### src/rtl/ctid_pkg.sv
// shared types and constants for the constant time integer divider
// used by ctid_ctrl, ctid_datapath and the top level; no dependencies

package ctid_pkg;

   // external field widths
   localparam int DATA_W = 64;
   localparam int CODE_W = 2;

   // width codes
   localparam logic [CODE_W-1:0] WIDTH_CODE_8  = 2'd0;
   localparam logic [CODE_W-1:0] WIDTH_CODE_16 = 2'd1;
   localparam logic [CODE_W-1:0] WIDTH_CODE_32 = 2'd2;
   localparam logic [CODE_W-1:0] WIDTH_CODE_64 = 2'd3;

   // division kinds
   localparam logic KIND_UNSIGNED = 1'b0;
   localparam logic KIND_SIGNED   = 1'b1;

   // commands from the controller to the datapath
   typedef struct packed {
      logic load;    // latch a new request
      logic prep;    // take magnitudes and align the dividend
      logic step;    // one restoring step
      logic finish;  // apply signs and load the result register
   } cmd_type;

   // status from the datapath to the controller
   typedef struct packed {
      logic last;    // the step under way is the final one
   } status_type;

   // operand width in bits for a width code
   function automatic logic [6:0] code_to_width(input logic [CODE_W-1:0] code);
      logic [6:0] w;
      unique case (code)
         WIDTH_CODE_8:  w = 7'd8;
         WIDTH_CODE_16: w = 7'd16;
         WIDTH_CODE_32: w = 7'd32;
         WIDTH_CODE_64: w = 7'd64;
         default:       w = 7'd8;
      endcase
      return w;
   endfunction

endpackage

### src/rtl/constant_time_integer_divider_top.sv
// constant time integer divider, restoring radix 2, one quotient bit per cycle
// request channel (req_): tdata carries the operands, tuser the kind, width and active flag
// result channel (rsp_): tdata carries quotient and remainder, held in an output register
// a request is taken only while the divider is idle and then occupies it until it has
// finished (w = 8, 16, 32 or 64 operand bits, capped at MAX_WIDTH): the accepting cycle
// latches it, a prep step forms magnitudes, w restoring steps run on the shared subtractor,
// and a sign step applies signs and loads the output register, which sets rsp_tvalid.
// no new request is accepted before the previous one has left its sign step.
// requests of one width take the same time whatever the data, unless held in the sign step.
// an inactive request divides by one; a zero divisor gives an all-ones magnitude quotient.
// while the receiver stalls, the finished result waits in the output register; should it
// still be waiting when the next request finishes, the divider holds in its sign step
// until the register drains.
// reset empties the result register and returns the sequencer to idle.
// depends on ctid_pkg, ctid_ctrl and ctid_datapath

module constant_time_integer_divider_top #(
   parameter int MAX_WIDTH = 64
) (
   input  logic         clock,
   input  logic         reset,
   input  logic         req_tvalid,
   output logic         req_tready,
   input  logic [127:0] req_tdata,   // dividend [63:0], divisor [127:64]
   input  logic [3:0]   req_tuser,   // kind [0], width_code [2:1], active [3]
   output logic         rsp_tvalid,
   input  logic         rsp_tready,
   output logic [127:0] rsp_tdata    // quotient [63:0], remainder [127:64]
);

   ctid_pkg::cmd_type    cmd;
   ctid_pkg::status_type status;
   logic [ctid_pkg::DATA_W-1:0] quotient;
   logic [ctid_pkg::DATA_W-1:0] remainder;

   ctid_ctrl u_ctrl (
      .clock      (clock),
      .reset      (reset),
      .req_tvalid (req_tvalid),
      .req_tready (req_tready),
      .rsp_tvalid (rsp_tvalid),
      .rsp_tready (rsp_tready),
      .cmd        (cmd),
      .status     (status)
   );

   ctid_datapath #(
      .MAX_WIDTH (MAX_WIDTH)
   ) u_datapath (
      .clock         (clock),
      .cmd           (cmd),
      .status        (status),
      .in_kind       (req_tuser[0]),
      .in_width_code (req_tuser[2:1]),
      .in_dividend   (req_tdata[63:0]),
      .in_divisor    (req_tdata[127:64]),
      .in_active     (req_tuser[3]),
      .out_quotient  (quotient),
      .out_remainder (remainder)
   );

   assign rsp_tdata = {remainder, quotient};

endmodule

### src/rtl/ctid_ctrl.sv
// sequencer for the divider: accept, prepare, step loop, finish
// depends on ctid_pkg for the command and status structs

module ctid_ctrl (
   input  logic                  clock,
   input  logic                  reset,
   input  logic                  req_tvalid,
   output logic                  req_tready,
   output logic                  rsp_tvalid,
   input  logic                  rsp_tready,
   output ctid_pkg::cmd_type     cmd,
   input  ctid_pkg::status_type  status
);

   typedef enum logic [1:0] {
      ST_IDLE,
      ST_PREP,
      ST_RUN,
      ST_FIX
   } state_type;

   state_type state_ff, state_in;
   logic      rsp_valid_ff, rsp_valid_in;
   logic      out_free;

   // the result slot is free when empty or being drained this cycle
   assign out_free   = !rsp_valid_ff || rsp_tready;
   assign req_tready = (state_ff == ST_IDLE);
   assign rsp_tvalid = rsp_valid_ff;

   always_comb begin
      cmd.load   = (state_ff == ST_IDLE) && req_tvalid;
      cmd.prep   = (state_ff == ST_PREP);
      cmd.step   = (state_ff == ST_RUN);
      cmd.finish = (state_ff == ST_FIX) && out_free;
   end

   always_comb begin
      state_in     = state_ff;
      rsp_valid_in = rsp_valid_ff;
      if (rsp_tready) begin
         rsp_valid_in = 1'b0;
      end
      unique case (state_ff)
         ST_IDLE: begin
            if (req_tvalid) begin
               state_in = ST_PREP;
            end
         end
         ST_PREP: begin
            state_in = ST_RUN;
         end
         ST_RUN: begin
            if (status.last) begin
               state_in = ST_FIX;
            end
         end
         ST_FIX: begin
            if (out_free) begin
               state_in     = ST_IDLE;
               rsp_valid_in = 1'b1;
            end
         end
         default: begin
            state_in = ST_IDLE;
         end
      endcase
   end

   always_ff @(posedge clock) begin
      if (reset) begin
         state_ff     <= ST_IDLE;
         rsp_valid_ff <= 1'b0;
      end else begin
         state_ff     <= state_in;
         rsp_valid_ff <= rsp_valid_in;
      end
   end

endmodule

### src/rtl/ctid_datapath.sv
// operand registers, shared restoring subtractor, step counter and result register
// depends on ctid_pkg for command/status structs and width decoding

module ctid_datapath #(
   parameter int MAX_WIDTH = 64
) (
   input  logic                               clock,
   input  ctid_pkg::cmd_type                  cmd,
   output ctid_pkg::status_type               status,
   input  logic                               in_kind,
   input  logic [ctid_pkg::CODE_W-1:0]        in_width_code,
   input  logic [ctid_pkg::DATA_W-1:0]        in_dividend,
   input  logic [ctid_pkg::DATA_W-1:0]        in_divisor,
   input  logic                               in_active,
   output logic [ctid_pkg::DATA_W-1:0]        out_quotient,
   output logic [ctid_pkg::DATA_W-1:0]        out_remainder
);

   localparam int MW  = MAX_WIDTH;
   localparam int WCW = $clog2(MW + 1);
   localparam logic [6:0]     MAX_W7   = 7'(MW);
   localparam logic [WCW-1:0] MAX_WCNT = WCW'(MW);

   // operand state
   logic [MW-1:0]  a_ff, a_in;      // dividend, later shifted magnitude
   logic [MW-1:0]  b_ff, b_in;      // divisor, later magnitude
   logic [MW-1:0]  part_ff, part_in;
   logic [MW-1:0]  q_ff, q_in;
   logic [WCW-1:0] w_ff, w_in;
   logic [WCW-1:0] cnt_ff, cnt_in;
   logic           kind_ff, kind_in;
   logic           neg_q_ff, neg_q_in;
   logic           neg_r_ff, neg_r_in;
   logic [ctid_pkg::DATA_W-1:0] quot_ff, quot_in;
   logic [ctid_pkg::DATA_W-1:0] rem_ff, rem_in;

   // request decode
   logic [6:0]     w_full;
   logic [WCW-1:0] w_sel;
   logic [MW-1:0]  mask_new;
   logic [MW-1:0]  mask;
   logic [MW-1:0]  sign_mask;
   logic           a_neg, b_neg;
   logic [MW-1:0]  a_mag, b_mag;

   // restoring step
   logic [MW:0]    trial;
   logic           ge;
   logic [MW:0]    diff;

   // finish
   logic [MW-1:0]  q_fix, r_fix;

   assign w_full   = ctid_pkg::code_to_width(in_width_code);
   assign w_sel    = (w_full > MAX_W7) ? MAX_WCNT : WCW'(w_full);
   assign mask_new = ~({MW{1'b1}} << w_sel);

   assign mask      = ~({MW{1'b1}} << w_ff);
   assign sign_mask = {{(MW-1){1'b0}}, 1'b1} << (w_ff - 1'b1);
   assign a_neg     = kind_ff && ((a_ff & sign_mask) != '0);
   assign b_neg     = kind_ff && ((b_ff & sign_mask) != '0);
   assign a_mag     = a_neg ? ((-a_ff) & mask) : a_ff;
   assign b_mag     = b_neg ? ((-b_ff) & mask) : b_ff;

   // carry out of the shift sits in the top bit of the trial value
   assign trial = {part_ff, a_ff[MW-1]};
   assign ge    = (trial >= {1'b0, b_ff});
   assign diff  = trial - {1'b0, b_ff};

   assign q_fix = neg_q_ff ? ((-q_ff) & mask) : q_ff;
   assign r_fix = neg_r_ff ? ((-part_ff) & mask) : part_ff;

   assign status.last = (cnt_ff == WCW'(1));

   always_comb begin
      a_in     = a_ff;
      b_in     = b_ff;
      part_in  = part_ff;
      q_in     = q_ff;
      w_in     = w_ff;
      cnt_in   = cnt_ff;
      kind_in  = kind_ff;
      neg_q_in = neg_q_ff;
      neg_r_in = neg_r_ff;
      quot_in  = quot_ff;
      rem_in   = rem_ff;
      priority if (cmd.load) begin
         a_in    = in_dividend[MW-1:0] & mask_new;
         b_in    = in_active ? (in_divisor[MW-1:0] & mask_new) : MW'(1);
         w_in    = w_sel;
         kind_in = (in_kind == ctid_pkg::KIND_SIGNED);
      end else if (cmd.prep) begin
         // left-align the dividend so each step takes the top bit
         a_in     = a_mag << (MAX_WCNT - w_ff);
         b_in     = b_mag;
         part_in  = '0;
         q_in     = '0;
         cnt_in   = w_ff;
         neg_q_in = a_neg ^ b_neg;
         neg_r_in = a_neg;
      end else if (cmd.step) begin
         a_in    = a_ff << 1;
         part_in = ge ? diff[MW-1:0] : trial[MW-1:0];
         q_in    = {q_ff[MW-2:0], ge};
         cnt_in  = cnt_ff - 1'b1;
      end else if (cmd.finish) begin
         quot_in = ctid_pkg::DATA_W'(q_fix);
         rem_in  = ctid_pkg::DATA_W'(r_fix);
      end
   end

   always_ff @(posedge clock) begin
      a_ff     <= a_in;
      b_ff     <= b_in;
      part_ff  <= part_in;
      q_ff     <= q_in;
      w_ff     <= w_in;
      cnt_ff   <= cnt_in;
      kind_ff  <= kind_in;
      neg_q_ff <= neg_q_in;
      neg_r_ff <= neg_r_in;
      quot_ff  <= quot_in;
      rem_ff   <= rem_in;
   end

   assign out_quotient  = quot_ff;
   assign out_remainder = rem_ff;

endmodule

### config.mk
export PLATFORM = sky130hd
export DESIGN_NAME = constant_time_integer_divider_top
export DESIGN_NICKNAME = d
export VERILOG_FILES = /design/src/rtl/ctid_pkg.sv /design/src/rtl/constant_time_integer_divider_top.sv /design/src/rtl/ctid_ctrl.sv /design/src/rtl/ctid_datapath.sv
export SDC_FILE = /design/constraint.sdc
export NUM_CORES = 1
export LEC_CHECK = 0
export BUFFER_PORTS_ARGS = -buffer_cell sky130_fd_sc_hd__buf_2
export CAP_MARGIN = 30
export CORE_MARGIN = 10
export CORE_UTILIZATION = 45
export DETAILED_ROUTE_END_ITERATION = 8
export MAX_ROUTING_LAYER = met4
export PLACE_DENSITY_LB_ADDON = 0.08
export REMOVE_ABC_BUFFERS = 1
export SLEW_MARGIN = 10
export SYNTH_ARGS = -nofsm -noshare
export SYNTH_HDL_FRONTEND = slang
export SYNTH_SLANG_ARGS = --single-unit
### constraint.sdc
create_clock -name clock -period 23.8 [get_ports clock]
set_input_delay 4.76 -clock clock [delete_from_list [all_inputs] [get_ports clock]]
set_output_delay 4.76 -clock clock [all_outputs]
set_load 0.02 [all_outputs]
== Word level (Yosys, flattened, before mapping) ==
Index checks and enable logic that the tools add are counted.

* Register bits: 404
* Bits in latches: 0
* RAM bits: 0
* Bits in read-only memories: 0
* Input bits: 136
* Word-level logic and storage cells: 94
* Memories kept: 0

* Add/sub/neg operators: 8
* $mul: 0
* Divide/modulo/power cells: 0
* Order comparisons: 2
* Eq/ne operators: 10
* Shifts and indexed selects: 4
* Multiplexer cells: 24
* Bitwise logic cells: 14
* Reductions and logical operators: 19

{| class="wikitable"
|+ Operators by type and width
! operator !! count
|-
| two-way mux 64 bit || 13
|-
| bitwise AND 64 bit || 8
|-
| negation 64 bit || 4
|-
| inverter 64 bit || 2
|-
| nonzero test 64 bit || 2
|-
| left shift 64 x 7 -> 64 bit (first input constant) || 2
|-
| >= comparator 65 x 64 -> 1 bit || 1
|-
| left shift 1 x 7 -> 64 bit (first input constant) || 1
|-
| left shift 64 x 7 -> 64 bit || 1
|-
| subtractor 64 bit || 1
|-
| case mux 7 bit (4 select lines) || 1
|-
| two-way mux 7 bit || 3
|-
| subtractor 7 x 1 -> 7 bit (second input constant) || 2
|-
| equality test 2 bit (second input constant) || 4
|-
| case mux 2 bit (4 select lines) || 1
|-
| equality test 7 x 1 -> 1 bit (second input constant) || 1
|-
| > comparator 7 bit (second input constant) || 1
|-
| subtractor 7 bit (first input constant) || 1
|-
| two-way mux 2 bit || 3
|-
| AND reduction 2 bit || 3
|-
| nonzero test 2 bit || 3
|-
| equality test 2 x 1 -> 1 bit (second input constant) || 2
|-
| logical AND 1 bit || 4
|-
| logical NOT 2 bit || 2
|-
| other kinds (10) || 15
|}

== Logic depth before layout (Yosys ltp) ==
* Depth in word-level cells: 9
* Depth in mapped cells: 19
* Mapped depth without buffers: 13

== By module ==
From an unflattened synthesis, not the netlist that was laid out.

* Cells, all modules: 2998
* Area total of the unflattened synthesis: 27615.2 um^2

{| class="wikitable"
|+ Modules (own cells, without submodules)
! module !! times used !! cells an instance !! area each (um^2)
|-
| ctid_datapath || 1 || 2975 || 27393.8
|-
| ctid_ctrl || 1 || 23 || 221.5
|}

== Least setup slack after synthesis ==
No wires, ideal clock.

* Path type: in2reg
* Start: input req_tvalid
* End: register u_datapath.quot_ff, in the netlist u_datapath.out_quotient[0], enable pin
* Setup time: 0.932 ns
* Arrival time: 17.761 ns
* Slack: 5.107 ns
* Stages: 5
* Path through: nand2_1 > inv_1 > nor2_1 > clkbuf_1 > nor4bb_1

* Cells in the longest elaborated chain, start to end: 3

{| class="wikitable"
|+ Ends and longest elaborated chain
! item !! line !! source
|-
| start, declared || constant_time_integer_divider_top.sv:22 || <nowiki>input logic req_tvalid,</nowiki>
|-
| logical AND 1 bit || ctid_ctrl.sv:32 || <nowiki>cmd.load = (state_ff == ST_IDLE) && req_tvalid;</nowiki>
|-
| inverter 1 bit (no line) || n/a ||
|-
| AND reduction 4 bit (no line) || n/a ||
|-
| end signal, assigned || ctid_datapath.sv:122 || <nowiki>quot_ff <= quot_in;</nowiki>
|-
| end, declared || ctid_datapath.sv:34 || <nowiki>logic [ctid_pkg::DATA_W-1:0] quot_ff, quot_in;</nowiki>
|}

No other way between the ends.
A chain may end at the register's enable or synchronous reset.

== Worst setup path in the final report ==
* Start: input req_tvalid
* End: register u_datapath.rem_ff, in the netlist u_datapath.out_remainder[7], enable pin

* Cells in the longest elaborated chain, start to end: 3

{| class="wikitable"
|+ Ends and longest elaborated chain
! item !! line !! source
|-
| logical AND 1 bit || ctid_ctrl.sv:32 ||
|-
| inverter 1 bit (no line) || n/a ||
|-
| AND reduction 4 bit (no line) || n/a ||
|-
| end signal, assigned || ctid_datapath.sv:123 || <nowiki>rem_ff <= rem_in;</nowiki>
|-
| end, declared || ctid_datapath.sv:35 || <nowiki>logic [ctid_pkg::DATA_W-1:0] rem_ff, rem_in;</nowiki>
|}

No other way between the ends.

==> results <==
- The Yosys step of the flow raised 0 warnings.
- The share of cells above drive strength 1 is a little over an eighth.
- The average routed wire per standard cell is 24.35 um.
- The net switching power of the design is roughly 0.0025 W.
- The top-level I/O count is around 270.
- The type of the setup path with the least slack is in2reg.
- The estimated wirelength of the detail-placed design is 73170 um.
- The H-tree was split into 2 levels.
- After floorplanning, the core was sized to cover around 60000 um^2.
- Buffers inserted during clock tree synthesis total 48.
- Combinational cells account for 54.8% of the total power.
- The worst path uses 33.24% of the clock period.
- The internal portion of the total power is between 0.002 and 0.003 W.
- The signed area change from the synthesized netlist to the final layout is 13.46%.
- The data required time of the worst path is roughly 24 ns.
- The netlist area before placement is approximately 27000 um^2.
- IR analysis of the VDD net gives a maximum drop of ~0.00014 V.
- Summed over all layers, the routed wires come to roughly 96000 um.
- The kind of capture point of the worst setup path is a flop.
- The share of the Yosys chip area taken by registers is a little over two fifths.
- The total routing resource utilization after global routing is 26.92%.
- The tightest slew margin relative to the limit is 37.64%.
- The slowest stage of the critical path belongs to the cell sky130_fd_sc_hd__buf_4.
- Setup repair after global routing left no endpoint under its margin.
- The synthesized design contains a little under 400 enable-type register cells.
- For this design the ratio of total power to cell area is roughly 170 nW/um^2.
- The post-synthesis async set-or-reset flop share is 0%.
- Using the TritonRoute via totals, the vias-per-cell ratio works out to a little over 6.
- Once the floorplan was initialized, standard cells occupied 45.44% of the core.
- The worst register-to-register path begins at u_datapath.w_ff[4]$_DFFE_PP_.
- Synthesis produced a little under 3000 cells.
- After clock tree synthesis, the clock-pin slew on the worst setup and hold paths is approximately 0.06 ns.
- The maximum fanout along the worst path is 66.
- Counting stages on the worst path, the most repeated cell is sky130_fd_sc_hd__buf_4.
- The wire length of the first global-routing pass is roughly 140000 um.
- The nature of the critical path startpoint is an input pin.
- Buffers added to address setup during post-CTS repair amount to 0.
- For this run, the slowest stage of the critical path takes approximately 0.76 ns.
- For this design, the sink count on the clock tree is 401.
- Measured in cells, the most critical reg-to-reg path has a length of 15.
- The most frequently used cell type in the post-synthesis netlist is sky130_fd_sc_hd__edfxtp_1.
- The final setup skew is 0.01838 ns.
- The maximum root-to-sink buffer count is 3.
- Data on the critical path arrives at its endpoint at 8.13 ns.
- The final max-slew violation count came to 0.
- The transition at the pin with the smallest max-transition slack is 0.9283 ns.
- Summing all placed instances gives a cell area of between 20000 and 30000 um^2.
- The pin count of the biggest net entering global routing is 100.
- The reg-to-reg critical path endpoint is u_datapath.a_ff[48]$_DFFE_PP_.
- Summing all non-filler instances in the final layout gives an area of around 31000 um^2.
- For this run, the detailed router's first-pass iteration total came to 7.
- The total of fill cells in the finished design is roughly 5600.
- Averaged over all synthesized cells, the footprint is between 9 and 10 um^2.
- The number of gates resized after cts is 0.
- In this run the tool buffered the top-level ports with 265 buffer cells.
- The register share of total power is a little under a third.
- Summed over its instances, the top area cell type makes up around 44% of the synthesized netlist area.
- The post-detailed-route DRC marker count is 0.
- The placement row count is 90.
- The die is between 200 and 300 um wide.
- The number of cells on the worst hold path is 2.
- The final route contains between 20000 and 25000 vias.
- For flop-to-flop paths, the worst setup slack is 18.30 ns.
- Timing would allow up to ~130 MHz.
- The via count of the first global-routing pass is between 20000 and 25000.
- The root buffer selected by CTS is sky130_fd_sc_hd__clkbuf_16.
- The total congestion overflow is 0.
- In this run, post-CTS hold repair placed 0 buffers.
- Of the total power, the clock network draws a little over an eighth.
- The die covers between 70000 and 80000 um^2.
- Ranked by instance count, the synthesized netlist is headed by 398 x sky130_fd_sc_hd__edfxtp_1, 330 x sky130_fd_sc_hd__nor2_1, 224 x sky130_fd_sc_hd__nand2_1, 201 x sky130_fd_sc_hd__o21ai_0, 144 x sky130_fd_sc_hd__a21oi_1.
- The last weighted congestion value of the routability-driven placer is between 0.9 and 1.
- For hold timing, the worst endpoint is u_ctrl.state_ff[1]$_SDFFE_PP0P_.
- In the final timing run, aggregate negative setup slack is 0 ns.
- Yosys attributes the largest share of cell area to sky130_fd_sc_hd__edfxtp_1 44%, sky130_fd_sc_hd__nor2_1 4.5%, sky130_fd_sc_hd__ha_1 3.7%.
- The clock latency of the later-clocked register in the worst-skew pair is roughly 0.6 ns.
- For this run, the leading register cell type out of synthesis is sky130_fd_sc_hd__edfxtp_1.
- The net count of the finished layout is about 3300.
- The cell type with the highest aggregate area in the netlist is sky130_fd_sc_hd__edfxtp_1.
- The final hold violation count is 0.
- In this run the worst hold path is classified as reg2reg.
- Traced cell by cell, the critical path runs through buf_2 -> nand2_1 -> inv_1 -> nor2_4 -> buf_4 -> nor4bb_4 -> buf_4 -> buf_4.
- Across the run, the number of max-cap violations was 0.
- The share of total power consumed by net switching is between 40 and 50%.
- The startpoint identified for the worst hold timing path is u_ctrl.state_ff[1]$_SDFFE_PP0P_.
- Once detail routing completed, the nets flagged for antenna violations numbered 0.
- The leakage power summed over all cells is ~12 nW.
- The die is roughly 270 um tall.
- The count of routing violations after the opening detailed-route iteration is 2416.
- The run finished with clean final reports.
- Yosys mapped the design onto 86 distinct sky130hd cell types.
- Counting I/O delays and the setup requirement, the final critical path takes 7.912 ns.
- The CTS tree is done.
- The number of antenna violations at the first check in global routing is 2.
- The synthesized design contains roughly 400 register bits.
- Setup violations remaining at the end of the flow were counted as 0.
==> flip-flops by register name (all words and copies together) (netlist names) <==
name,flops
u_datapath.part_ff,64
u_datapath.q_ff,64
u_datapath.w_ff,4
u_datapath.out_remainder,64
u_datapath.b_ff,64
u_datapath.out_quotient,64
u_datapath.kind_ff,1
u_datapath.a_ff,64
u_ctrl.state_ff,2
u_datapath.cnt_ff,7
u_datapath.neg_q_ff,1
u_datapath.neg_r_ff,1
u_ctrl.rsp_tvalid,1
==> layout by cell type, fill, tap and decap left out, types with 42 or more instances in the layout <==
cell and count:
sky130_fd_sc_hd__xnor2_1 94, sky130_fd_sc_hd__or3_1 69, sky130_fd_sc_hd__o21ai_0 200, sky130_fd_sc_hd__nor4_1 47, sky130_fd_sc_hd__nor3_1 96, sky130_fd_sc_hd__o31ai_1 75, sky130_fd_sc_hd__inv_1 124, sky130_fd_sc_hd__mux2i_1 78
sky130_fd_sc_hd__xor2_1 104, sky130_fd_sc_hd__nand3_1 62, sky130_fd_sc_hd__buf_2 267, sky130_fd_sc_hd__buf_4 42, sky130_fd_sc_hd__nor2b_1 69, sky130_fd_sc_hd__clkbuf_16 48, sky130_fd_sc_hd__ha_1 81, sky130_fd_sc_hd__nand2_1 224
sky130_fd_sc_hd__nor2_1 328, sky130_fd_sc_hd__a22o_1 56, sky130_fd_sc_hd__edfxtp_1 398, sky130_fd_sc_hd__a22oi_1 48, sky130_fd_sc_hd__a21oi_1 143
==> cell type report <==
cell class	count	area, um^2	area share [%]
multi-input cells	2235	14350	46.20
flip-flops and latches	401	12010	38.67
repair buffers	313	1737	5.592
clock buffers	56	1231	3.964
well taps	782	978.4	3.150
inverters	126	473.0	1.523
clock inverters	25	275.3	0.8863
diodes	1	2.502	0.008057
==> worst max-delay path, delay by kind of cell <==
kind                   cells  cell delay (ns)
buffers and inverters      5             2.30
AND/OR/NAND/NOR            3             0.88
==> worst max-delay path by stage <==
stage,start,endpoint,depth (start not counted)
2_1_floorplan,req_tvalid,u_datapath.out_quotient[0]$_DFFE_PP_,4
3_3_place_gp,req_tvalid,u_datapath.out_remainder[0]$_DFFE_PP_,8
3_5_place_dp,req_tvalid,u_datapath.out_remainder[0]$_DFFE_PP_,8
4_1_cts,req_tvalid,u_datapath.out_remainder[0]$_DFFE_PP_,8
5_1_grt,req_tvalid,u_datapath.out_remainder[0]$_DFFE_PP_,8
6_report,req_tvalid,u_datapath.out_remainder[7]$_DFFE_PP_,8
==> power by group through the flow <==
| stage | registers [W] | clock network [W] | logic, W |
|---|---|---|---|
| 6_report | 0.00168 | 0.000727 | 0.00291 |
| 3_5_place_dp | 0.00168 | 0 | 0.00286 |
| 4_1_cts | 0.00167 | 0.000740 | 0.00287 |
| 3_3_place_gp | 0.00167 | 0 | 0.00282 |
| 5_1_grt | 0.00172 | 0.000768 | 0.00320 |
| 2_1_floorplan | 0.00163 | 0 | 0.00206 |
==> metal layers <==
| metal | up-vias | routed length [um] | GRT usage (%) |
|---|---|---|---|
| li1 | 11430 | - | - |
| met1 | 11830 | 39970 | 33.08 |
| met2 | 926 | 45570 | 44.01 |
| met3 | 175 | 5760 | 3.285 |
| met4 | 0 | 4613 | 12.16 |
| met5 | - | 0 | - |
==> kinds of logic (layout without fill, tap and decap cells) <==
logic type / after synthesis / after routing / share of synthesized area, %
other cells: 0 / 1 / 0
mux: 85 / 85 / 3.181
compound gates: 820 / 820 / 20.22
buf+inv: 285 / 520 / 3.935
fa+ha+maj: 83 / 83 / 3.821
simple gates: 1049 / 1049 / 18.63
xor+xnor: 198 / 198 / 6.335
flops: 401 / 401 / 43.88
==> per-stage QoR <==
stage                     worst slack [ns]  utilization, %  cells  power (W)  hold slack, ns
after floorplan                      3.386               -   2762   0.003690          0.4991
after global placement               15.34           48.85   3848   0.004492          0.5411
after detailed placement             15.27           48.95   3854   0.004536          0.5766
after CTS                            15.89           51.45   3935   0.005278          0.5850
after global routing                 15.66           51.55   3939   0.005687          0.6001
final                                15.89           51.55   3939   0.005314          0.5757
No activity file was read; power rests on OpenSTA's default activity.
